[src/rtl/shadow_memory_init_checker_unit_defines.svh]
// Assertion macros for the shadow memory init checker.
// Depends on a clk and an active-low rst_n in the scope of use.
`ifndef SHADOW_MEMORY_INIT_CHECKER_UNIT_DEFINES_SVH
`define SHADOW_MEMORY_INIT_CHECKER_UNIT_DEFINES_SVH

// Same-cycle implication, sampled on the rising clock edge, off during reset.
`define SMIC_ASSERT_IMP(lbl, ante, cons) \
  lbl: assert property (@(posedge clk) disable iff (!rst_n) (ante) |-> (cons)) \
    else $error("smic: same-cycle implication violated");

// Next-cycle implication, sampled on the rising clock edge, off during reset.
`define SMIC_ASSERT_NXT(lbl, ante, cons) \
  lbl: assert property (@(posedge clk) disable iff (!rst_n) (ante) |=> (cons)) \
    else $error("smic: next-cycle implication violated");

`endif

[src/rtl/smic_pkg.sv]
// Shared constants, codes and controller/datapath structs for the shadow memory checker.
// No dependencies.
package smic_pkg;

  localparam int ADDR_W     = 32;
  localparam int SIZE_W     = 17;
  localparam int FUNC_W     = 3;
  localparam int POOL_SIZE  = 65536;
  localparam int SLOT_COUNT = 8192;
  localparam int SLOT_SHIFT = 3;
  localparam int SLOT_W     = (SLOT_COUNT > 1) ? $clog2(SLOT_COUNT) : 1;
  localparam int WIN_W      = ADDR_W + 1;
  localparam int RND_W      = SIZE_W + 1;
  localparam int OFF_W      = WIN_W - SLOT_SHIFT;
  localparam int SH_W       = 2;
  localparam int CFG_IDX_W  = 2;
  localparam int CFG_DATA_W = 32;

  // Operation codes
  localparam logic [FUNC_W-1:0] FUNC_ARM    = 3'd0;
  localparam logic [FUNC_W-1:0] FUNC_ALLOC  = 3'd1;
  localparam logic [FUNC_W-1:0] FUNC_MARK   = 3'd2;
  localparam logic [FUNC_W-1:0] FUNC_POISON = 3'd3;
  localparam logic [FUNC_W-1:0] FUNC_CHECK  = 3'd4;

  // Shadow codes
  localparam logic [SH_W-1:0] SH_CLEAN  = 2'd0;
  localparam logic [SH_W-1:0] SH_UNINIT = 2'd1;
  localparam logic [SH_W-1:0] SH_POISON = 2'd2;

  // Configuration register indexes
  localparam logic [CFG_IDX_W-1:0] CFG_POOL_BASE   = 2'd0;
  localparam logic [CFG_IDX_W-1:0] CFG_POOL_LENGTH = 2'd1;

  localparam logic [CFG_DATA_W-1:0] POOL_LENGTH_RST = CFG_DATA_W'(POOL_SIZE);

  typedef struct packed {
    logic capture;
    logic decode;
    logic clip;
    logic offset;
    logic sweep_init;
    logic write;
    logic read;
    logic advance;
    logic emit;
  } smic_cmd_t;

  typedef struct packed {
    logic [FUNC_W-1:0] func;
    logic              go;
    logic              at_last;
  } smic_status_t;

endpackage

[src/rtl/smic_ctrl.sv]
// Controller state machine: sequences clear, decode, clip, slot walk and result hand-off.
// Depends on smic_pkg.
module smic_ctrl (
  input  logic                   clk,
  input  logic                   rst_n,
  input  logic                   in_valid,
  input  logic                   out_free,
  input  smic_pkg::smic_status_t status,
  output logic                   in_ready,
  output smic_pkg::smic_cmd_t    cmd
);

  localparam logic [3:0] ST_INIT       = 4'd0;
  localparam logic [3:0] ST_CLEAR      = 4'd1;
  localparam logic [3:0] ST_IDLE       = 4'd2;
  localparam logic [3:0] ST_DECODE     = 4'd3;
  localparam logic [3:0] ST_CLIP       = 4'd4;
  localparam logic [3:0] ST_OFFSET     = 4'd5;
  localparam logic [3:0] ST_DISPATCH   = 4'd6;
  localparam logic [3:0] ST_FILL       = 4'd7;
  localparam logic [3:0] ST_CHECK      = 4'd8;
  localparam logic [3:0] ST_CHECK_WAIT = 4'd9;
  localparam logic [3:0] ST_DONE       = 4'd10;

  logic [3:0] state_r;
  logic [3:0] state_nxt;

  always_comb begin
    state_nxt = state_r;
    cmd       = '0;
    in_ready  = 1'b0;
    unique case (state_r)
      ST_INIT: begin
        cmd.sweep_init = 1'b1;
        state_nxt      = ST_CLEAR;
      end
      ST_CLEAR: begin
        cmd.write   = 1'b1;
        cmd.advance = 1'b1;
        if (status.at_last) begin
          state_nxt = ST_IDLE;
        end
      end
      ST_IDLE: begin
        in_ready = 1'b1;
        if (in_valid) begin
          cmd.capture = 1'b1;
          state_nxt   = ST_DECODE;
        end
      end
      ST_DECODE: begin
        cmd.decode = 1'b1;
        state_nxt  = (status.func == smic_pkg::FUNC_ARM) ? ST_FILL : ST_CLIP;
      end
      ST_CLIP: begin
        cmd.clip  = 1'b1;
        state_nxt = ST_OFFSET;
      end
      ST_OFFSET: begin
        cmd.offset = 1'b1;
        state_nxt  = ST_DISPATCH;
      end
      ST_DISPATCH: begin
        if (!status.go) begin
          state_nxt = ST_DONE;
        end else if (status.func == smic_pkg::FUNC_CHECK) begin
          state_nxt = ST_CHECK;
        end else begin
          state_nxt = ST_FILL;
        end
      end
      ST_FILL: begin
        cmd.write   = 1'b1;
        cmd.advance = 1'b1;
        if (status.at_last) begin
          state_nxt = ST_DONE;
        end
      end
      ST_CHECK: begin
        cmd.read    = 1'b1;
        cmd.advance = 1'b1;
        if (status.at_last) begin
          state_nxt = ST_CHECK_WAIT;
        end
      end
      ST_CHECK_WAIT: begin
        state_nxt = ST_DONE;
      end
      ST_DONE: begin
        if (out_free) begin
          cmd.emit  = 1'b1;
          state_nxt = ST_IDLE;
        end
      end
      default: begin
        state_nxt = ST_IDLE;
      end
    endcase
  end

  always_ff @(posedge clk) begin
    if (!rst_n) begin
      state_r <= ST_INIT;
    end else begin
      state_r <= state_nxt;
    end
  end

endmodule

[config.mk]
export PLATFORM = sky130hd
export DESIGN_NAME = smic_ctrl
export DESIGN_NICKNAME = d
export VERILOG_FILES = /design/src/rtl/shadow_memory_init_checker_unit_defines.svh /design/src/rtl/smic_pkg.sv /design/src/rtl/smic_ctrl.sv
export SDC_FILE = /design/constraint.sdc
export NUM_CORES = 1
export LEC_CHECK = 0
export ABC_AREA = 1
export BUFFER_PORTS_ARGS = -buffer_cell sky130_fd_sc_hd__clkbuf_2
export CAP_MARGIN = 25
export CORE_MARGIN = 10
export CORE_UTILIZATION = 35
export CTS_CLUSTER_SIZE = 28
export DETAILED_ROUTE_END_ITERATION = 16
export PLACE_DENSITY_LB_ADDON = 0.08
export SLEW_MARGIN = 20
export SYNTH_ARGS = -nofsm -noshare
export SYNTH_HDL_FRONTEND = slang
export SYNTH_SLANG_ARGS = --single-unit
[constraint.sdc]
create_clock -name clk -period 3.2 [get_ports clk]
set_clock_uncertainty 0.1 [all_clocks]
set_input_delay 0.16 -clock clk [delete_from_list [all_inputs] [get_ports clk]]
set_output_delay 0.16 -clock clk [all_outputs]
set_load 0.05 [all_outputs]
# Word level (Yosys, flattened, before mapping)

Index checks and enable logic that the tools add are counted.

Bits of input ports: 9
Word-level logic and storage cells: 43
Output and inout port bits: 10
Bits in registers: 4

Reductions and logical operators: 5
Mux-type cells: 21
Eq/ne operators: 16

Operators by type and width:

| cell                                                                  | count |
|---|---|
| 4-bit one-hot mux with 11 select lines                                | 1 |
| 4-bit 2-to-1 mux                                                      | 7 |
| 4-bit by 3-bit equality test with 1-bit output, second input constant | 4 |
| 4-bit equality test, second input constant                            | 3 |
| 1-bit 2-to-1 mux                                                      | 12 |
| 2-bit inequality test, second input constant                          | 5 |
| 4-bit by 2-bit equality test with 1-bit output, second input constant | 2 |
| 5-bit AND reduction                                                   | 1 |
| 4-bit by 1-bit equality test with 1-bit output, second input constant | 1 |
| 4-bit zero test                                                       | 1 |
| 3-bit equality test, second input constant                            | 1 |
| 3-bit zero test                                                       | 1 |
| 3-bit OR reduction                                                    | 1 |
| 2-bit 2-to-1 mux                                                      | 1 |
| 2-bit OR reduction                                                    | 1 |

# Longest topological paths before layout

Depth after elaboration: 4
Mapped depth: 10
Depth with buffers taken out: 10

# Least setup slack after synthesis

No wires, ideal clock.

Kind: register -> output
From: register state_r[1]
To: output cmd[8] in the netlist's numbering
Data arrival time: 1584 ps
Required time: 2940 ps
Setup slack: 1356 ps
Cell stages (with the launch flop): 4
Cells stage by stage: dfxtp_1 > buf_6 > nand2_4 > nor3_1

RTL lines:

| what                   | RTL line         | source |
|---|---|---|
| start, declared        | smic_ctrl.sv:25  | `logic [3:0] state_r;` |
| start signal, assigned | smic_ctrl.sv:105 | `state_r <= state_nxt;` |
| end, declared          | smic_ctrl.sv:10  | `output smic_pkg::smic_cmd_t cmd` |

==> qor.txt <==
number of buffers added to fix hold violations after cts -> 0
number of pins with negative max-slew slack in the final report -> 0
maximum number of pins on one net before global-route repair -> 9
overall power -> 525.9 µW
Final min period -> 1668 ps
buffer type at the clock tree root -> sky130_fd_sc_hd__clkbuf_4
number of distinct library cells after synthesis -> 17
peak supply drop -> 0.3664 mV
number of antenna violations at the first check in global routing -> 0
Detailed Place HPWL -> 1140 µm
clock insertion delay at the later pin of the skew report -> 230 ps
growth of design area from synthesis to finish -> 24.43%
worst-path maximum fanout -> 8
TritonCTS sink count -> 4
number of optimization iterations in the first detailed-route pass -> 4
overall overflow remaining after global route -> 0
net count of the mapped netlist -> 96
# nets final -> 118
Floorplan Core Area -> 1318 µm²
number of buffers on the longest clock path -> 2
Setup Viol. Count Final -> 0
aggregate negative setup slack -> 0 ps
count of buffers from port buffering -> 18
die span in x -> 57.48 µm
number of flip-flops in the largest register -> 4
kind of start point of the critical path -> register
RSZ-0062 raised after global routing -> false
final worst path period share -> 52.11%
area of the die -> 3304 µm²
post-route ant nets -> 0
CTS tree -> yes
cts bufs inserted -> 3
I/O pin count -> 19
most frequent cell after synthesis -> sky130_fd_sc_hd__nand2_1
Avg Cell Area, Syn -> 5.652 µm²
Crit path arrival time -> 1410 ps
most frequent cells after synthesis -> sky130_fd_sc_hd__nand2_1 (23), sky130_fd_sc_hd__nor2_1 (13), sky130_fd_sc_hd__inv_1 (10)
Relative slew margins -> 79.49%
fraction of synthesis flops using an asynchronous set or reset pin -> 0%
Hold Crit Class -> input port to register
wire length of the first global-routing pass -> 2063 µm
Post-route DRC -> 0
number of violations of the max-capacitance limit -> 0
dominant cells by area after synthesis -> sky130_fd_sc_hd__nand2_1 (18%), sky130_fd_sc_hd__dfxtp_1 (16%), sky130_fd_sc_hd__nor2_1 (9.9%), sky130_fd_sc_hd__inv_1 (7.6%), sky130_fd_sc_hd__nand3_1 (7.1%)
global-route usage over all layers -> 7.571%
average via count per standard cell -> 4.549
largest reg by FF count -> state_r
Iter 0 DRT Violations -> 8
Diodes inserted -> 0
number of enable flip-flop cells after synthesis -> 0
die boundary height -> 57.48 µm
Vias -> 555
Crit. End Element -> primary output
highest clock rate -> 599.7 MHz
Synth Register Bits -> 4
largest registers ranked by flip-flop count -> state_r x4
row count -> 13
average wire length per cell after detail routing -> 10.44 µm
status -> completed
Resize count post-CTS -> 0
total wire length -> 1274 µm
critical setup path kind -> register to primary output
synthesis warning total -> 0
maximum level of the CTS H-tree -> 1
largest area contributor in the synthesized netlist -> sky130_fd_sc_hd__nand2_1
slew at the pin with the worst max-slew slack -> 307.2 ps
gate count of the mapped netlist -> 87
sequential cell area fraction in the yosys report -> 16.28%
leakage power figure -> 0.3676 nW
Pwr per Cell Area -> 859.6 nW/µm²
total setup buffers inserted after CTS -> 0
fraction of final layout cells with drive strength greater than 1 -> 38.32%
Initial Utilization -> 37.32%
cell area after technology mapping -> 491.7 µm²
via count of the first global-routing pass -> 517
prevailing post-synth register cell -> sky130_fd_sc_hd__dfxtp_1
gpl congestion -> 0.7496
final count of hold timing violations -> 0
share of the synthesized area in the top cell type -> 17.56%
clock-pin slew on the worst setup and hold paths -> 40 ps
data required time of the worst path -> 2940 ps
## layout by cell type (no fill, tap or decap)
cell / synthesis / final
sky130_fd_sc_hd__nand3_1: 7 / 7
sky130_fd_sc_hd__o21ai_0: 1 / 1
sky130_fd_sc_hd__nor2_2: 4 / 4
sky130_fd_sc_hd__o2111ai_1: 1 / 1
sky130_fd_sc_hd__nor3_1: 2 / 2
sky130_fd_sc_hd__inv_1: 10 / 10
sky130_fd_sc_hd__nand3_4: 1 / 1
sky130_fd_sc_hd__nand2_2: 4 / 4
sky130_fd_sc_hd__nor2_4: 1 / 1
sky130_fd_sc_hd__clkbuf_2: 0 / 18
sky130_fd_sc_hd__a21oi_2: 1 / 1
sky130_fd_sc_hd__inv_2: 6 / 6
sky130_fd_sc_hd__nand2_1: 23 / 23
sky130_fd_sc_hd__nand2_4: 3 / 3
sky130_fd_sc_hd__nor2_1: 13 / 13
sky130_fd_sc_hd__clkbuf_4: 0 / 3
sky130_fd_sc_hd__dfxtp_1: 4 / 4
sky130_fd_sc_hd__a21oi_1: 5 / 5
## cell families (layout without fill, tap and decap cells)
group,Yosys count,after routing,share of synthesized area (%)
flip-flops,4,4,16.29
AO/OA/AOI/OAI,8,8,9.668
AND/OR/NAND/NOR,58,58,59.54
buffers and inverters,17,37,14.50
## metal layers
| metal | share of wire [%] | GRT usage, % | vias up |
|---|---|---|---|
| li1 | - | - | 307 |
| met1 | 44 | 7.805 | 239 |
| met2 | 51 | 13.34 | 9 |
| met3 | 4.5 | 2.876 | 0 |
| met4 | 0 | 3.020 | 0 |
| met5 | 0 | 0 | - |
## stage by stage
stage	hold slack (ps)	setup WS, ps	instance area, µm²	instances	util, %
after floorplan	157.6	1356	491.7	87	-
after global placement	283.2	1778	589.3	119	44.73
after detailed placement	285.1	1775	589.3	119	44.73
after CTS	45.41	1525	611.8	122	46.44
after global routing	77.89	1457	611.8	122	46.44
final	58.84	1532	611.8	122	46.44
## worst paths after layout
path / slack, ps / from / cells after the start / endpoint
setup / recovery: 1530 / state_r[1]$_SDFFE_PN0P_ / 5 / cmd[1]
hold / removal: 60 / rst_n / 3 / state_r[2]$_SDFFE_PN0P_
setup reg to reg: 1780 / state_r[1]$_SDFFE_PN0P_ / 6 / state_r[0]$_SDFFE_PN0P_
hold reg to reg: 430 / state_r[3]$_SDFFE_PN0P_ / 2 / state_r[3]$_SDFFE_PN0P_
## critical path, cell delays in order, from the launching register on
cell and delay [ps]:
sky130_fd_sc_hd__dfxtp_1 490, sky130_fd_sc_hd__nand2_1 130, sky130_fd_sc_hd__inv_2 80, sky130_fd_sc_hd__nand2_2 80, sky130_fd_sc_hd__nand3_4 110, sky130_fd_sc_hd__clkbuf_2 280
## power by group
part           switching [mW]  internal, mW
combinational           0.274         0.105
clock                  0.0178        0.0417
sequential             0.0234        0.0645
## layout make-up
class	count	area, µm²
Fill cell	153	705.7
Multi-Input combinational cell	66	340.3
Timing Repair Buffer	18	90.09
Sequential cell	4	80.08
Inverter	16	60.06
Clock buffer	3	22.52
Tap cell	15	18.77
(Power assumes the default switching activity.)
